File: config.mk
export PLATFORM = sky130hd
export DESIGN_NAME = ar_process_filter_top_flat
export DESIGN_NICKNAME = d
export VERILOG_FILES = /design/src/design/arpf_pkg.sv /design/src/design/arpf_noise_if.sv /design/src/design/arpf_result_if.sv /design/src/design/arpf_cfg_if.sv /design/src/design/arpf_mac.sv /design/src/design/ar_process_filter_top.sv /design/src/flat_wrapper.sv
export VERILOG_INCLUDE_DIRS = /design/src /design/src/design
export SDC_FILE = /design/constraint.sdc
export NUM_CORES = 2
export LEC_CHECK = 0
export BUFFER_PORTS_ARGS = -buffer_cell sky130_fd_sc_hd__buf_2
export CAP_MARGIN = 10
export CORE_MARGIN = 2
export CORE_UTILIZATION = 38
export CTS_BUF_LIST = sky130_fd_sc_hd__clkbuf_16
export CTS_CLUSTER_DIAMETER = 200
export CTS_CLUSTER_SIZE = 10
export DETAILED_ROUTE_END_ITERATION = 10
export SLEW_MARGIN = 5
export SYNTH_ARGS = -nofsm -noshare
export SYNTH_HDL_FRONTEND = slang
export SYNTH_HIERARCHICAL = 1
export SYNTH_SLANG_ARGS = --single-unit
File: constraint.sdc
create_clock -name clk -period 14.4 [get_ports clk]
set_input_delay 1.44 -clock clk [delete_from_list [all_inputs] [get_ports clk]]
set_output_delay 1.44 -clock clk [all_outputs]
set_load 0.1 [all_outputs]
File: src/design/ar_process_filter_top_defines.svh
// assertion macros shared by the filter rtl
`ifndef AR_PROCESS_FILTER_TOP_DEFINES_SVH
`define AR_PROCESS_FILTER_TOP_DEFINES_SVH

// same-cycle implication, checked on clk, off during rst
`define ARPF_ASSERT_IMP(label, ante, cons) \
  label: assert property (@(posedge clk) disable iff (rst) (ante) |-> (cons)) \
    else $error("arpf assertion failed");

// next-cycle implication, checked on clk, off during rst
`define ARPF_ASSERT_NXT(label, ante, cons) \
  label: assert property (@(posedge clk) disable iff (rst) (ante) |=> (cons)) \
    else $error("arpf assertion failed");

`endif

File: src/design/arpf_pkg.sv
// shared types, constants and helpers for the autoregressive filter
package arpf_pkg;

  localparam int MAX_ORDER    = 6;
  localparam int SAMPLE_WIDTH = 24;
  localparam int COEFF_WIDTH  = 16;
  localparam int COEFF_FRAC   = 14;
  localparam int ORDER_WIDTH  = 3;
  localparam int COUNT_WIDTH  = 16;

  localparam int TAP_WIDTH    = $clog2(MAX_ORDER);
  localparam int PROD_WIDTH   = SAMPLE_WIDTH + COEFF_WIDTH;
  // noise plus MAX_ORDER scaled products, with headroom
  localparam int ACC_WIDTH    = PROD_WIDTH - COEFF_FRAC + $clog2(MAX_ORDER + 1) + 1;

  localparam int CFG_IDX_WIDTH  = 3;
  localparam int CFG_DATA_WIDTH = 16;

  typedef logic signed [SAMPLE_WIDTH-1:0] sample_t;
  typedef logic signed [COEFF_WIDTH-1:0]  coeff_t;
  typedef logic signed [PROD_WIDTH-1:0]   prod_t;
  typedef logic signed [ACC_WIDTH-1:0]    acc_t;
  typedef logic [TAP_WIDTH-1:0]           tap_t;
  typedef logic [ORDER_WIDTH-1:0]         order_t;
  typedef logic [CFG_IDX_WIDTH-1:0]       cfg_idx_t;
  typedef logic [CFG_DATA_WIDTH-1:0]      cfg_data_t;

  localparam cfg_idx_t REG_ORDER   = cfg_idx_t'(0);
  localparam cfg_idx_t REG_DISCARD = cfg_idx_t'(1);
  localparam cfg_idx_t REG_COEFF0  = cfg_idx_t'(2);
  localparam cfg_idx_t REG_COEFF1  = cfg_idx_t'(3);
  localparam cfg_idx_t REG_COEFF2  = cfg_idx_t'(4);
  localparam cfg_idx_t REG_COEFF3  = cfg_idx_t'(5);
  localparam cfg_idx_t REG_COEFF4  = cfg_idx_t'(6);
  localparam cfg_idx_t REG_COEFF5  = cfg_idx_t'(7);

  localparam sample_t SAMPLE_MAX = {1'b0, {(SAMPLE_WIDTH-1){1'b1}}};
  localparam sample_t SAMPLE_MIN = {1'b1, {(SAMPLE_WIDTH-1){1'b0}}};

  typedef enum logic [1:0] {
    ST_IDLE,
    ST_MAC,
    ST_DRAIN,
    ST_DONE
  } state_t;

  // controls for the shared multiply-accumulate unit
  typedef struct packed {
    logic load;   // start a new sum from the noise sample
    logic issue;  // multiply the selected tap this cycle
  } mac_ctrl_t;

  // zero acts as one pole, anything above the tap count as all taps
  function automatic order_t clamp_order(input order_t ord);
    order_t res;
    res = ord;
    if (ord == '0) begin
      res = order_t'(1);
    end else if (ord > order_t'(MAX_ORDER)) begin
      res = order_t'(MAX_ORDER);
    end
    return res;
  endfunction

endpackage

File: src/design/arpf_noise_if.sv
// input channel carrying one driving noise sample
interface arpf_noise_if;
  logic                     valid;
  logic                     ready;
  arpf_pkg::sample_t        noise_sample;

  modport source (output valid, output noise_sample, input ready);
  modport sink   (input valid, input noise_sample, output ready);
endinterface

File: src/design/arpf_result_if.sv
// output channel carrying one filter result
interface arpf_result_if;
  logic                     valid;
  logic                     ready;
  arpf_pkg::sample_t        sample;
  logic                     saturated;

  modport source (output valid, output sample, output saturated, input ready);
  modport sink   (input valid, input sample, input saturated, output ready);
endinterface

File: src/design/arpf_cfg_if.sv
// register write channel
interface arpf_cfg_if;
  logic                     valid;
  logic                     ready;
  arpf_pkg::cfg_idx_t       index;
  arpf_pkg::cfg_data_t      data;

  modport source (output valid, output index, output data, input ready);
  modport sink   (input valid, input index, input data, output ready);
endinterface

File: src/design/arpf_mac.sv
// shared multiply-accumulate unit: one tap product per cycle, added to the sum in the next cycle
module arpf_mac (
  input  logic                clk,
  input  logic                rst,
  input  arpf_pkg::mac_ctrl_t ctrl,
  input  arpf_pkg::sample_t   noise_sample,
  input  arpf_pkg::coeff_t    coeff,
  input  arpf_pkg::sample_t   hist,
  output arpf_pkg::acc_t      acc
);

  arpf_pkg::prod_t                        prod;
  logic                                   prod_vld;
  arpf_pkg::acc_t                         acc_next;

  always_comb begin
    acc_next = acc;
    if (ctrl.load) begin
      acc_next = arpf_pkg::acc_t'(noise_sample);
    end else if (prod_vld) begin
      // floor shift of each product before it joins the sum
      acc_next = acc + arpf_pkg::acc_t'(prod >>> arpf_pkg::COEFF_FRAC);
    end
  end

  always_ff @(posedge clk) begin
    if (rst) begin
      prod_vld <= 1'b0;
    end else begin
      prod_vld <= ctrl.issue && !ctrl.load;
    end
  end

  always_ff @(posedge clk) begin
    acc <= acc_next;
    if (ctrl.issue) begin
      prod <= arpf_pkg::prod_t'(coeff) * arpf_pkg::prod_t'(hist);
    end
  end

endmodule

File: src/design/ar_process_filter_top.sv
// autoregressive all-pole filter with one shared multiply-accumulate unit
// order clamped to 1..6
// one sample at a time, set by the single multiplier stepping over the history
//   taps; ready is high only between samples
// a full output register stalls the finish step until the result is taken
// rst (sync, active high) clears history, coeffs, transient count; order resets to 1
`include "ar_process_filter_top_defines.svh"

module ar_process_filter_top (
  input  logic           clk,
  input  logic           rst,
  arpf_noise_if.sink     noise,
  arpf_result_if.source  result,
  arpf_cfg_if.sink       cfg
);

  arpf_pkg::state_t  state, state_next;
  arpf_pkg::tap_t    tap, tap_next;
  arpf_pkg::order_t  order;
  arpf_pkg::order_t  n_eff;
  logic [arpf_pkg::COUNT_WIDTH-1:0] transient_left;
  arpf_pkg::coeff_t  coeff [arpf_pkg::MAX_ORDER];
  arpf_pkg::sample_t history [arpf_pkg::MAX_ORDER];

  arpf_pkg::mac_ctrl_t mac_ctrl;
  arpf_pkg::acc_t      acc;
  arpf_pkg::sample_t   sat_value;
  logic                sat_flag;
  logic                finish;
  logic                emit;
  logic                out_valid;
  arpf_pkg::sample_t   out_sample;
  logic                out_sat;

  assign n_eff = arpf_pkg::clamp_order(order);

  arpf_mac u_mac (
    .clk          (clk),
    .rst          (rst),
    .ctrl         (mac_ctrl),
    .noise_sample (noise.noise_sample),
    .coeff        (coeff[tap]),
    .hist         (history[tap]),
    .acc          (acc)
  );

  // saturate the finished sum to the sample range
  always_comb begin
    sat_value = arpf_pkg::sample_t'(acc);
    sat_flag  = 1'b0;
    if (acc > arpf_pkg::acc_t'(arpf_pkg::SAMPLE_MAX)) begin
      sat_value = arpf_pkg::SAMPLE_MAX;
      sat_flag  = 1'b1;
    end else if (acc < arpf_pkg::acc_t'(arpf_pkg::SAMPLE_MIN)) begin
      sat_value = arpf_pkg::SAMPLE_MIN;
      sat_flag  = 1'b1;
    end
  end

  // next state
  always_comb begin
    state_next = state;
    tap_next   = tap;
    unique case (state)
      arpf_pkg::ST_IDLE: begin
        if (noise.valid) begin
          state_next = arpf_pkg::ST_MAC;
          tap_next   = '0;
        end
      end
      arpf_pkg::ST_MAC: begin
        tap_next = tap + arpf_pkg::tap_t'(1);
        if (arpf_pkg::order_t'(tap) == n_eff - arpf_pkg::order_t'(1)) begin
          state_next = arpf_pkg::ST_DRAIN;
          tap_next   = tap;
        end
      end
      arpf_pkg::ST_DRAIN: begin
        state_next = arpf_pkg::ST_DONE;
      end
      arpf_pkg::ST_DONE: begin
        if (!out_valid || result.ready) begin
          state_next = arpf_pkg::ST_IDLE;
        end
      end
      default: begin
        state_next = arpf_pkg::ST_IDLE;
      end
    endcase
  end

  // outputs of the sequencer
  always_comb begin
    noise.ready    = 1'b0;
    mac_ctrl.load  = 1'b0;
    mac_ctrl.issue = 1'b0;
    finish         = 1'b0;
    unique case (state)
      arpf_pkg::ST_IDLE: begin
        noise.ready   = 1'b1;
        mac_ctrl.load = noise.valid;
      end
      arpf_pkg::ST_MAC: begin
        mac_ctrl.issue = 1'b1;
      end
      arpf_pkg::ST_DRAIN: begin
      end
      arpf_pkg::ST_DONE: begin
        finish = !out_valid || result.ready;
      end
      default: begin
      end
    endcase
  end

  assign emit = finish && (transient_left == '0);

  always_ff @(posedge clk) begin
    if (rst) begin
      state <= arpf_pkg::ST_IDLE;
      tap   <= '0;
    end else begin
      state <= state_next;
      tap   <= tap_next;
    end
  end

  // configuration registers and transient counter
  assign cfg.ready = 1'b1;

  always_ff @(posedge clk) begin
    if (rst) begin
      order          <= arpf_pkg::order_t'(1);
      transient_left <= '0;
      for (int i = 0; i < arpf_pkg::MAX_ORDER; i++) begin
        coeff[i] <= '0;
      end
    end else begin
      if (cfg.valid) begin
        unique case (cfg.index) inside
          arpf_pkg::REG_ORDER: begin
            order <= cfg.data[arpf_pkg::ORDER_WIDTH-1:0];
          end
          arpf_pkg::REG_COEFF0, arpf_pkg::REG_COEFF1, arpf_pkg::REG_COEFF2,
          arpf_pkg::REG_COEFF3, arpf_pkg::REG_COEFF4, arpf_pkg::REG_COEFF5: begin
            coeff[arpf_pkg::tap_t'(cfg.index - arpf_pkg::REG_COEFF0)] <=
              arpf_pkg::coeff_t'(cfg.data);
          end
          default: begin
          end
        endcase
      end
      // a discard count write restarts the discard phase
      if (cfg.valid && cfg.index == arpf_pkg::REG_DISCARD) begin
        transient_left <= cfg.data[arpf_pkg::COUNT_WIDTH-1:0];
      end else if (finish && transient_left != '0) begin
        transient_left <= transient_left - 1'b1;
      end
    end
  end

  // history shift line, newest output at the head
  always_ff @(posedge clk) begin
    if (rst) begin
      for (int i = 0; i < arpf_pkg::MAX_ORDER; i++) begin
        history[i] <= '0;
      end
    end else if (finish) begin
      history[0] <= sat_value;
      for (int i = 1; i < arpf_pkg::MAX_ORDER; i++) begin
        history[i] <= history[i-1];
      end
    end
  end

  // output register
  always_ff @(posedge clk) begin
    if (rst) begin
      out_valid <= 1'b0;
    end else if (emit) begin
      out_valid <= 1'b1;
    end else if (result.ready) begin
      out_valid <= 1'b0;
    end
  end

  always_ff @(posedge clk) begin
    if (emit) begin
      out_sample <= sat_value;
      out_sat    <= sat_flag;
    end
  end

  assign result.valid     = out_valid;
  assign result.sample    = out_sample;
  assign result.saturated = out_sat;

  `ARPF_ASSERT_NXT(a_accept_starts_mac, noise.valid && noise.ready, state == arpf_pkg::ST_MAC)
  `ARPF_ASSERT_IMP(a_tap_in_order, state == arpf_pkg::ST_MAC, arpf_pkg::order_t'(tap) < n_eff)
  `ARPF_ASSERT_NXT(a_done_waits, state == arpf_pkg::ST_DONE && out_valid && !result.ready, state == arpf_pkg::ST_DONE)
  `ARPF_ASSERT_IMP(a_sat_at_rail, result.valid && result.saturated, result.sample == arpf_pkg::SAMPLE_MAX || result.sample == arpf_pkg::SAMPLE_MIN)

endmodule
File: src/flat_wrapper.sv
// flat-port wrapper written by rule: the top's interface ports become plain ports
module ar_process_filter_top_flat 
  (clk, rst, noise_valid, noise_noise_sample, noise_ready, result_valid, result_sample, result_saturated, result_ready, cfg_valid, cfg_index, cfg_data, cfg_ready);
  arpf_noise_if noise_i ();
  arpf_result_if result_i ();
  arpf_cfg_if cfg_i ();
  input  logic clk;
  input  logic rst;
  input wire logic [$bits(noise_i.valid)-1:0] noise_valid;
  input wire logic [$bits(noise_i.noise_sample)-1:0] noise_noise_sample;
  output wire logic [$bits(noise_i.ready)-1:0] noise_ready;
  output wire logic [$bits(result_i.valid)-1:0] result_valid;
  output wire logic [$bits(result_i.sample)-1:0] result_sample;
  output wire logic [$bits(result_i.saturated)-1:0] result_saturated;
  input wire logic [$bits(result_i.ready)-1:0] result_ready;
  input wire logic [$bits(cfg_i.valid)-1:0] cfg_valid;
  input wire logic [$bits(cfg_i.index)-1:0] cfg_index;
  input wire logic [$bits(cfg_i.data)-1:0] cfg_data;
  output wire logic [$bits(cfg_i.ready)-1:0] cfg_ready;
  assign noise_i.valid = noise_valid;
  assign noise_i.noise_sample = noise_noise_sample;
  assign noise_ready = noise_i.ready;
  assign result_valid = result_i.valid;
  assign result_sample = result_i.sample;
  assign result_saturated = result_i.saturated;
  assign result_i.ready = result_ready;
  assign cfg_i.valid = cfg_valid;
  assign cfg_i.index = cfg_index;
  assign cfg_i.data = cfg_data;
  assign cfg_ready = cfg_i.ready;
  ar_process_filter_top u_core (.clk(clk), .rst(rst), .noise(noise_i), .result(result_i), .cfg(cfg_i));
endmodule
# [After elaboration in Yosys (flattened, before gate mapping)]
# Memory sizes are Yosys's and may differ from the RTL's. A register that Yosys moved wholly into a read port is not among the register bits.
# Cells that the tools add are included.
[word_totals] mem_count=2 wordCells=107 out_inout_bits=28 ff_bits=121 mem_bits_rw=240
[op_classes] eq_ne=15 reduce_logical=21 order_cmp=3 bitwise_logic=6 n_addsub=5 n_mul=1 muxes=44
[mem_list] name="u_core.history" depth=6 word_bits=24 rd=6 rd_ports_with_merged_regs=1 wr=6 line="ar_process_filter_top.sv:23" text="arpf_pkg::sample_t history [arpf_pkg::MAX_ORDER];"
[mem_list] name="u_core.coeff" depth=6 word_bits=16 rd=1 rd_ports_with_merged_regs=1 wr=6 line="ar_process_filter_top.sv:22" text="arpf_pkg::coeff_t coeff [arpf_pkg::MAX_ORDER];"
[op_table] cell="two-way mux 24 bit" n=8
[op_table] cell="two-way mux 30 bit" n=2
[op_table] cell="two-way mux 16 bit" n=3
[op_table] cell="multiplier 16 x 24 -> 40 bit" n=1
[op_table] cell="adder 30 x 26 -> 30 bit" n=1
[op_table] cell="> comparator 30 x 24 -> 1 bit (second input constant)" n=1
[op_table] cell="less-than comparator 30 x 24 -> 1 bit (second input constant)" n=1
[op_table] cell="two-way mux 3 bit" n=9
[op_table] cell="two-way mux 1 bit" n=17
[op_table] cell="zero test 16 bit" n=1
[op_table] cell="nonzero test 16 bit" n=1
[op_table] cell="OR reduction 16 bit" n=1
[op_table] cell="subtractor 16 x 1 -> 16 bit (second input constant)" n=1
[op_table] cell="== test 3 bit (second input constant)" n=4
[op_table] cell="one-hot mux 2 bit (4 select lines)" n=1
[op_table] cell="nonzero test 2 bit" n=4
[op_table] cell="== test 3 x 2 -> 1 bit (second input constant)" n=2
[op_table] cell="zero test 3 bit" n=2
[op_table] cell="two-way mux 2 bit" n=3
[op_table] cell="OR 1 bit" n=6
[op_table] cell="one-hot mux 3 bit (2 select lines)" n=1
[op_table] cell="AND reduction 3 bit" n=2
[op_table] cell="OR reduction 6 bit" n=1
[op_table] cell="== test 2 bit (second input constant)" n=2
[op_table] cell="14 further kinds" n=20

# [Logic depth before layout (Yosys ltp)]
[logic_depth] word_depth=9 depth_mapped=29

# [Hierarchy]
# The synthesis kept the hierarchy.
[modules_own_cells] mod="arpf_mac" cells_each=1828 instances=1 seq_area_each_um2=1701.6 area_each_um2=16953.8
[modules_own_cells] mod="ar_process_filter_top" cells_each=1017 instances=1 seq_area_each_um2=9479.1 area_each_um2=14302.5

# [Worst setup path after synthesis]
# Ideal clock, no wire load.
[synth_timing] path_type="reg2reg" from="register (tool-made name)" to="register u_core.u_mac.prod[32] (data pin)" path_slack_ns=7.311 setup_time_ns=0.260 arrival_time_ns=6.829 required_time_ns=14.140 path_buffers=3 path_stages_with_launch=26 period_less_slack_ns=7.089 cell_sequence="dfxtp_1 -> buf_2 -> buf_2 -> mux4_2 -> mux2_2 -> clkbuf_1 -> and2_1 -> fa_1 -> inv_1 -> fa_1 -> inv_1 -> fa_1 -> inv_1 -> fa_1 -> fa_1 -> fa_1 -> inv_1 -> ha_1 -> nand4_1 -> nor3_1 -> nand2_1 -> o31ai_1 -> o211ai_1 -> a21boi_1 -> o22ai_1 -> xnor2_1"
[synth_lines] element="end signal, assigned" line="arpf_mac.sv:37" text="prod <= arpf_pkg::prod_t'(coeff) * arpf_pkg::prod_t'(hist);"
[synth_lines] element="end, declared" line="arpf_mac.sv:12" text="arpf_pkg::prod_t prod;"

==> impl_metrics.env <==
export IMPL_outcome="complete, no violations"
export IMPL_synth_seq_cells=382
export IMPL_grt_pass1_wl_mm=118.4
export IMPL_chipWidth_um=290.8
export IMPL_initial_core_util=0.3825
export IMPL_mappedNetlistArea_um2=31260
export IMPL_tritoncts="built"
export IMPL_postRouteAntennaNets=0
export IMPL_total_of_warnings_raised_by_yosys=6
export IMPL_period_needed_ns=8.711
export IMPL_cts_reportedPaths_clkPinSlew_ns=0.06
export IMPL_io_pins=76
export IMPL_synth_net_count=3400
export IMPL_crit_path_top_delay_cell="sky130_fd_sc_hd__dfxtp_4"
export IMPL_flow_area_growth_from_synthesis_pct=8.771
export IMPL_worstSetupEndpointType="flop"
export IMPL_viasPerCell=5.106
export IMPL_grt_antenna_before_repair=0
export IMPL_dieHeight_um=290.8
export IMPL_layout_worst_path_cycle_share=0.6050
export IMPL_critPathKind="flop to flop"
export IMPL_critical_path_top_cell_by_count="sky130_fd_sc_hd__fa_1"
export IMPL_drt_first_pass_iters=5
export IMPL_insertion_delay_ns=0.58
export IMPL_gpl_final_weighted_congestion=0.8380
export IMPL_grt_pass1_vias=21130
export IMPL_final_hold_viol_count=0
export IMPL_slew_limit_headroom=0.1965
export IMPL_cts_buffers_inserted=44
export IMPL_design_final_nets=3427
export IMPL_tns_ns=0
export IMPL_min_delay_path_class="flop to flop"
export IMPL_row_count=105
export IMPL_cts_sinks=382
export IMPL_drt_drc_violations_left=0
export IMPL_final_max_slew_viol_count=0
export IMPL_total_area_of_multi_input_combinational_cells_um2=17880
export IMPL_drt_wl_total_mm=74.14
export IMPL_fillerInstances=7879
export IMPL_start_kind="flop"
export IMPL_clk_path_buf_depth=3
export IMPL_instance_count_of_the_mapped_netlist=2845
export IMPL_rsz0062_at_grt="no"
export IMPL_num_vias=20190
export IMPL_maxCapViolations=0
export IMPL_die_area_um2=84560
export IMPL_first_iter_violations=1281
export IMPL_wire_per_inst_um=18.75
export IMPL_timing_critical_path_slowest_cell_delay_ns=0.94
export IMPL_synth_seq_area_share=0.3577
export IMPL_grt_overflow=0
export IMPL_async_flop_share=0
export IMPL_place_port_buffers=74
export IMPL_synth_lib_cells_used_distinct=87
export IMPL_place_detailed_hpwl_mm=53.51
export IMPL_count_of_flip_flops_with_a_built_in_enable_after_synthesis=353
export IMPL_grt_max_degree=122
export IMPL_clock_tree_htree_level_count=2
export IMPL_timing_final_setup_violations=0
export IMPL_post_cts_setup_buffers=0
export IMPL_number_of_hold_repair_buffers_added_at_the_cts_stage=0
export IMPL_tightest_pin_transition_ns=1.204
export IMPL_placeableCoreArea_um2=81720
export IMPL_cp_data_required_time_ns=14.70
export IMPL_worstPathMaxFanout=44
export IMPL_grt_use_total=0.1777
export IMPL_cts_resized_gates=0
export IMPL_cp_data_arrival_time_ns=9.01
export IMPL_fmax_achieved_ghz=0.1148
export IMPL_clk_root_buffer_cell="sky130_fd_sc_hd__clkbuf_16"
export IMPL_synth_area_per_cell_um2=10.99
export IMPL_layout_drive_gt1_share=0.09400
export IMPL_ff_latch_area_um2=11190
export IMPL_finalClockSkew_ns=0.03201
export IMPL_synth_ff_type="sky130_fd_sc_hd__edfxtp_1"
cell usage after synthesis (all sizes together), types with 27 or more instances:
| cell | count | area, um^2 |
|---|---|---|
| inv | 463 | 1738 |
| fa | 374 | 7487 |
| edfxtp | 353 | 10600 |
| nand2 | 285 | 1077 |
| and2 | 275 | 1720 |
| nor2 | 252 | 950.9 |
| ha | 133 | 1664 |
| clkbuf | 110 | 412.9 |
| a21oi | 70 | 350.3 |
| mux4 | 56 | 1261 |
| o21ai | 47 | 242.7 |
| xnor2 | 46 | 402.9 |
| dfxtp | 29 | 580.6 |
| a211oi | 27 | 207.7 |
layout make-up:
cell class	instances	share of cell area
Antenna cell	1	0.00007361
Inverter	464	0.05123
Clock inverter	12	0.002613
Sequential cell	382	0.3291
Tap cell	1070	0.03938
Timing Repair Buffer	109	0.01862
Multi-Input combinational cell	1871	0.5259
Clock buffer	45	0.03312
layer usage:
layer / global-route usage / part of all wire / vias up / routed length [um]
li1: - / - / 9273 / -
met4: 0.04537 / 0.023 / 0 / 1677
met3: 0.02072 / 0.042 / 110 / 3121
met1: 0.2365 / 0.43 / 10340 / 32150
met2: 0.3087 / 0.50 / 468 / 37190
met5: 0 / 0 / - / 0
kinds of logic (layout without fill, tap and decap cells):
| family | count (synthesis) | in the layout | synth area share |
|---|---|---|---|
| simple gates | 936 | 936 | 0.1474 |
| other cells | 1 | 2 | 0.0001200 |
| fa+ha+maj | 507 | 507 | 0.2928 |
| compound gates | 264 | 264 | 0.05684 |
| xor+xnor | 63 | 63 | 0.01809 |
| flops | 382 | 382 | 0.3577 |
| mux | 100 | 100 | 0.05516 |
| buf+inv | 592 | 630 | 0.07185 |
critical path, delay by kind of cell (launching register included):
kind | cells | cell delay [ns]
adder cells (fa/ha/maj) | 7 | 3.36
multiplexers | 1 | 0.35
AO/OA/AOI/OAI | 8 | 2.46
buffers and inverters | 6 | 0.96
flip-flops | 1 | 0.94
AND/OR/NAND/NOR | 2 | 0.23
XOR/XNOR | 1 | 0.09
final timing paths:
| check | start | to | slack (ns) | cells after the start |
|---|---|---|---|---|
| worst max-delay path | flop | u_core/u_mac/prod[33]$_DFFE_PP_ | 5.69 | 25 |
| worst min-delay path | u_core/order[0]$_SDFFE_PP1P_ | u_core/order[0]$_SDFFE_PP1P_ | 0.50 | 2 |
| worst max register to register | flop | u_core/u_mac/prod[33]$_DFFE_PP_ | 5.69 | 25 |
| worst min register to register | u_core/order[0]$_SDFFE_PP1P_ | u_core/order[0]$_SDFFE_PP1P_ | 0.50 | 2 |
cell usage in the layout (no fill, tap or decap), drive strengths merged, types with 15 or more instances in the layout:
cell type  instances
inv              473
fa               374
edfxtp           353
nand2            285
and2             275
nor2             252
ha               133
buf              109
a21oi             70
mux4              56
o21ai             47
xnor2             46
clkbuf            45
dfxtp             29
a211oi            27
mux2i             26
a21o              26
mux2              18
nor3              18
nand2b            17
nand3             17
xor2              16
nand4             15
registers in the layout, summed over array words and instances, names as in the netlist, named ones only:
register                 cells
u_core/result.sample        24
u_core/u_mac/prod           26
u_core/result.valid          1
u_core/u_mac/prod_vld        1
u_core/coeff               128
u_core/transient_left       16
u_core/state                 2
u_core/order                 3
u_core/history             144
u_core/result.saturated      1
u_core/tap                   3
u_core/u_mac/acc            30
metrics by stage:
stage          cell area, um^2  cells  utilization  setup WS [ns]  hold slack (ns)
2_1_floorplan            31260   2845            -          7.311           0.4473
3_3_place_gp             32780   3896       0.4011          5.796           0.4718
3_5_place_dp             32780   3896       0.4011          5.654           0.4881
4_1_cts                  34000   3953       0.4160          5.630           0.5029
5_1_grt                  34000   3953       0.4160          5.044           0.5555
6_report                 34000   3954       0.4160          5.689           0.5020
Power is not shown: default switching activity piles up to over one toggle a cycle in this logic, so the estimate is an artifact.
